## config.mk

```make
export PLATFORM = sky130hd
export DESIGN_NAME = tsm_alu
export DESIGN_NICKNAME = d
export VERILOG_FILES = /design/src/hw/rtl/tsm_pkg.sv /design/src/hw/rtl/tsm_alu.sv
export SDC_FILE = /design/constraint.sdc
export NUM_CORES = 2
export LEC_CHECK = 0
export ABC_AREA = 1
export CAP_MARGIN = 25
export CORE_UTILIZATION = 55
export DETAILED_ROUTE_END_ITERATION = 10
export DONT_BUFFER_PORTS = 1
export GPL_TIMING_DRIVEN = 1
export HOLD_SLACK_MARGIN = 0.06
export MAX_ROUTING_LAYER = met4
export PLACE_DENSITY = 0.7
export SETUP_SLACK_MARGIN = 0.05
export SYNTH_ARGS = -nofsm -noshare
export SYNTH_HDL_FRONTEND = slang
export SYNTH_SLANG_ARGS = --single-unit
```

## constraint.sdc

```tcl
create_clock -name clk_i -period 5.2 [get_ports clk_i]
set_clock_uncertainty 0.15 [all_clocks]
set_input_delay 1.04 -clock clk_i [delete_from_list [all_inputs] [get_ports clk_i]]
set_output_delay 1.04 -clock clk_i [all_outputs]
set_load 0.02 [all_outputs]
```

## src/hw/rtl/tsm_pkg.sv

```systemverilog
package tsm_pkg;

  typedef enum logic [4:0] {
    OP_PUSHCONST = 5'd0,
    OP_PUSHBOOL  = 5'd1,
    OP_LOAD      = 5'd2,
    OP_STORE     = 5'd3,
    OP_POP       = 5'd4,
    OP_ADD       = 5'd5,
    OP_SUB       = 5'd6,
    OP_MUL       = 5'd7,
    OP_DIV       = 5'd8,
    OP_EQ        = 5'd9,
    OP_NE        = 5'd10,
    OP_LT        = 5'd11,
    OP_LE        = 5'd12,
    OP_GT        = 5'd13,
    OP_GE        = 5'd14,
    OP_NOT       = 5'd15,
    OP_NEG       = 5'd16,
    OP_JUMP      = 5'd17,
    OP_JIF       = 5'd18,
    OP_CLRVARS   = 5'd19,
    OP_HALT      = 5'd20
  } opcode_e;

  typedef enum logic [3:0] {
    ERR_NONE      = 4'd0,
    ERR_UNDERFLOW = 4'd1,
    ERR_INT_EXP   = 4'd2,
    ERR_BOOL_EXP  = 4'd3,
    ERR_EQ_TYPE   = 4'd4,
    ERR_DIV_ZERO  = 4'd5,
    ERR_UNK_VAR   = 4'd6,
    ERR_BAD_SLOT  = 4'd7,
    ERR_JUMP      = 4'd8,
    ERR_UNSUPP    = 4'd9,
    ERR_OVERFLOW  = 4'd10
  } err_e;

  typedef enum logic [1:0] {
    ALU_ADD = 2'd0,
    ALU_SUB = 2'd1,
    ALU_MUL = 2'd2,
    ALU_DIV = 2'd3
  } alu_op_e;

  typedef enum logic [2:0] {
    ST_IDLE  = 3'd0,
    ST_READ  = 3'd1,
    ST_EXEC  = 3'd2,
    ST_WAIT  = 3'd3,
    ST_WRITE = 3'd4,
    ST_OUT   = 3'd5
  } state_e;

  typedef struct packed {
    logic    start;
    alu_op_e op;
  } alu_req_t;

  typedef struct packed {
    logic        done;
    logic [31:0] result;
  } alu_rsp_t;

endpackage

```

## src/hw/rtl/tsm_alu.sv

```systemverilog
module tsm_alu (
  input  logic             clk_i,
  input  logic             rst_ni,
  input  tsm_pkg::alu_req_t req_i,
  input  logic [31:0]      a_i,
  input  logic [31:0]      b_i,
  output tsm_pkg::alu_rsp_t rsp_o
);

  logic        busy_q, busy_d;
  logic [5:0]  cnt_q, cnt_d;
  logic [31:0] quo_q, quo_d;
  logic [32:0] rem_q, rem_d;
  logic [31:0] dvs_q, dvs_d;
  logic        neg_q, neg_d;
  logic        done_q, done_d;
  logic [31:0] res_q, res_d;
  logic [32:0] trial;
  logic [31:0] ma, mb;

  assign ma = a_i[31] ? (32'd0 - a_i) : a_i;
  assign mb = b_i[31] ? (32'd0 - b_i) : b_i;
  assign trial = {rem_q[31:0], quo_q[31]} - {1'b0, dvs_q};

  always_comb begin
    busy_d = busy_q;
    cnt_d  = cnt_q;
    quo_d  = quo_q;
    rem_d  = rem_q;
    dvs_d  = dvs_q;
    neg_d  = neg_q;
    done_d = 1'b0;
    res_d  = res_q;
    if (req_i.start) begin
      unique case (req_i.op)
        tsm_pkg::ALU_ADD: begin res_d = a_i + b_i; done_d = 1'b1; end
        tsm_pkg::ALU_SUB: begin res_d = a_i - b_i; done_d = 1'b1; end
        tsm_pkg::ALU_MUL: begin res_d = a_i * b_i; done_d = 1'b1; end
        default: begin
          busy_d = 1'b1;
          cnt_d  = 6'd0;
          quo_d  = ma;
          rem_d  = 33'd0;
          dvs_d  = mb;
          neg_d  = a_i[31] ^ b_i[31];
        end
      endcase
    end else if (busy_q) begin
      if (!trial[32]) begin
        rem_d = trial;
        quo_d = {quo_q[30:0], 1'b1};
      end else begin
        rem_d = {rem_q[31:0], quo_q[31]};
        quo_d = {quo_q[30:0], 1'b0};
      end
      cnt_d = cnt_q + 6'd1;
      if (cnt_q == 6'd31) begin
        busy_d = 1'b0;
        done_d = 1'b1;
        res_d  = neg_q ? (32'd0 - quo_d) : quo_d;
      end
    end
  end

  always_ff @(posedge clk_i or negedge rst_ni) begin
    if (!rst_ni) begin
      busy_q <= 1'b0;
      done_q <= 1'b0;
      cnt_q  <= 6'd0;
    end else begin
      busy_q <= busy_d;
      done_q <= done_d;
      cnt_q  <= cnt_d;
    end
  end

  always_ff @(posedge clk_i) begin
    quo_q <= quo_d;
    rem_q <= rem_d;
    dvs_q <= dvs_d;
    neg_q <= neg_d;
    res_q <= res_d;
  end

  assign rsp_o.done   = done_q;
  assign rsp_o.result = res_q;

  a_no_start_busy: assert property (@(posedge clk_i) disable iff (!rst_ni)
    busy_q |-> !req_i.start) else $error("alu started while busy");
  a_done_one: assert property (@(posedge clk_i) disable iff (!rst_ni)
    done_q |=> !done_q) else $error("done held");
  a_cnt_idle: assert property (@(posedge clk_i) disable iff (!rst_ni)
    (busy_q && cnt_q == 6'd31) |=> (!busy_q && done_q)) else $error("divide end");

endmodule

```

==> flow_metrics.py <==
metrics = {
    "status": {
        "status": "finished, violations left",
        "violations": "setup timing",
    },
    "sta": {
        "setup_viol": 23,
        "finalWorstSetupSlack_ns": -1.757,
        "max_slew_margin_pct": 42.21,
        "hold_viol": 0,
        "rsz0062_at_grt": "yes",
        "fin_crit_ns": 6.957,
        "post-route-period-util_pct": 133.8,
        "fmax_mhz": 143.7,
        "slew_violations": 0,
        "worst_pin_slew_ns": 0.8656,
    },
    "logic_synthesis": {
        "synth_edf_count": 129,
        "yosysTopAreaCell": "fa_1",
        "synth_area_mm2": 0.02881,
        "yosys.cell_count.top_type": "nand2_1",
        "async_flop_share_pct": 5.839,
        "synthesis.instances": 3940,
        "synthFlopType": "edfxtp_1",
        "ys_top_cells_by_count": "1044 x nand2_1, 920 x inv_1, 410 x fa_1",
        "synth_top_cell_area_share_pct": 28.49,
        "ys_warn_count": 0,
        "seq_area_frac_synth_pct": 14.14,
        "syn_area_per_cell_um2": 7.311,
        "syn_nets": 4614,
        "synth.distinct_cells": 59,
        "ys_ff_latch": 137,
        "yosys-top-cells-area": "fa_1 28%, nand2_1 14%, edfxtp_1 13%, inv_1 12%, ha_1 8.5%",
    },
    "clock_network": {
        "cts-buffers-inserted": 17,
        "hold_buffers": 0,
        "cts_sinks": 137,
        "clock_latency_ns": 0.45,
        "tritoncts": "done",
        "cts_buffer_depth": 2,
        "cts.reportedPaths.clkPinSlew_ns": 0.07,
        "cts-htree-levels": 4,
        "cts_root_buf": "clkbuf_16",
    },
    "cells_and_area": {
        "fillers": 4575,
        "drive_gt1_share_pct": 10.49,
        "utilization_pct": 61.94,
        "area_growth_pct": 10.75,
        "final_cell_area_mm2": 0.03190,
        "fin_nets": 4580,
    },
    "placed_design": {
        "gp_congestion": 0.9894,
        "hpwlAfterDp_mm": 66.15,
        "placed_cell_area_mm2": 0.03013,
        "port_buffers": 0,
    },
    "route": {
        "vias": 25157,
        "ant_nets": 0,
        "drt-total-wl_mm": 86.81,
        "routed_via_density": 5.469,
        "drt_iter0_markers": 2277,
        "wl_per_cell_um": 18.87,
        "drc": 0,
        "dr.pass1.iters": 6,
    },
    "critical_path": {
        "cp.required_ns": 5.25,
        "cp.buffers_inverters": 7,
        "path_class": "in -> reg",
        "crit_fanout": 24,
        "cp-start-kind": "input pin",
        "end_kind": "register",
        "critical-path-max-stage-delay_ns": 0.54,
        "critPathSlowestCell": "fa_1",
        "cp_data_arrival_time_ns": 7.01,
        "cpMostUsedCell": "fa_1",
        "crit_family": "adder cells",
    },
    "die": {
        "rows": 83,
        "fp.dieW_um": 230.9,
        "dieHeight_um": 230.9,
        "io_pins": 102,
        "initial_core_util_pct": 55.92,
        "core_mm2": 0.05151,
        "die-area_mm2": 0.05329,
    },
    "global_routing": {
        "grtUsageTotal_pct": 34.16,
        "first_global_vias": 24841,
        "grt_pass1_wl_mm": 136.5,
        "antenna_found_initial": 0,
        "grt-ovfl-total": 0,
        "grt_max_degree": 67,
    },
    "worst_hold_path": {
        "worst_hold_path_type": "in -> async",
    },
    "job": {
        "drv_cap": 0,
    },
}
[cell families (layout without fill, tap and decap cells)]
group | after synthesis | count (layout) | share of synthesized area (%)
other | 0 | 1 | 0
AO/OA/AOI/OAI | 518 | 518 | 9.843
AND/OR/NAND/NOR | 1453 | 1453 | 20.84
buffers and inverters | 1110 | 1089 | 14.65
flip-flops | 137 | 137 | 14.14
adder cells (fa/ha/maj) | 605 | 605 | 36.96
XOR/XNOR | 117 | 117 | 3.557
[worst paths after layout]
path | from | to | slack [ns] | cells after the start
worst max register to register | quo_q[31] | res_q[20] | 0.57 | 24
worst min register to register | cnt_q[4] | cnt_q[4] | 0.38 | 2
max in group asynchronous | rst_ni | done_q | 4.70 | 0
worst max-delay path | a_i[13] | res_q[29] | -1.76 | 28
min in group clk_i | cnt_q[4] | cnt_q[4] | 0.38 | 2
worst min-delay path | rst_ni | cnt_q[0] | 0.12 | 0
[layer usage]
layer	GRT usage (%)	vias to the layer above	share of wire (%)
met1	46.13	12072	43
met5	-	-	0
li1	-	11879	-
met4	11.20	0	3.1
met3	4.570	149	8.6
met2	53.13	1057	46
[area by class of cell]
class | count | area, um^2 | share of cell area [%]
Inverter | 926 | 3486 | 10.93
Timing Repair Buffer | 131 | 1089 | 3.412
Clock inverter | 15 | 173.9 | 0.5451
Clock buffer | 17 | 425.4 | 1.333
Sequential cell | 137 | 4074 | 12.77
Multi-Input combinational cell | 2693 | 21800 | 68.34
Antenna cell | 1 | 2.502 | 0.007844
Tap cell | 680 | 850.8 | 2.667
[sequential cells by signal (all words and copies together) (netlist names)]
name,flops
rem_q,32
neg_q,1
quo_q,32
dvs_q,32
res_q,32
done_q,1
busy_q,1
cnt_q,6
[what timing repair did]
item | 4_1_cts | 5_1_grt
buffers inserted | 11 | 14
setup endpoints to repair | 24 | 24
gates resized for setup | 143 | 99
pin swaps | 114 | 97
[cell usage in the layout, fill, tap and decap left out, drive strengths merged, types with 2 or more instances in the layout]
cell type and instances:
dfrtp 8, ha 195, a21o 14, a221oi 6, nand3 126, nor2 173
clkinv 6, and3 2, o211ai 7, nor4 20, a21boi 6, nand2 1051
o211a 2, o21ai 254, xor2 71, xnor2 46, a211oi 4, fa 410
nand4 18, nand3b 10, o21bai 18, nor3 38, o31ai 3, or2 12
o22ai 2, inv 933, clkbuf 17, buf 131, and2 2, edfxtp 129
a22oi 3, a31oi 16, o21a 8, a21oi 171
[stage by stage]
| step | hold WS, ns | instances | TNS [ns] | worst slack, ns |
|---|---|---|---|---|
| after floorplan | 0.3346 | 3940 | -38.05 | -2.079 |
| after global placement | 0.3605 | 4544 | -41.88 | -2.160 |
| after detailed placement | 0.3672 | 4544 | -43.11 | -2.198 |
| after CTS | 0.1118 | 4586 | -30.35 | -1.679 |
| after global routing | 0.1170 | 4599 | -36.92 | -2.046 |
| final | 0.1246 | 4600 | -32.67 | -1.757 |
Power is not shown: default switching activity piles up to over one toggle a cycle in this logic, so the estimate is an artifact.
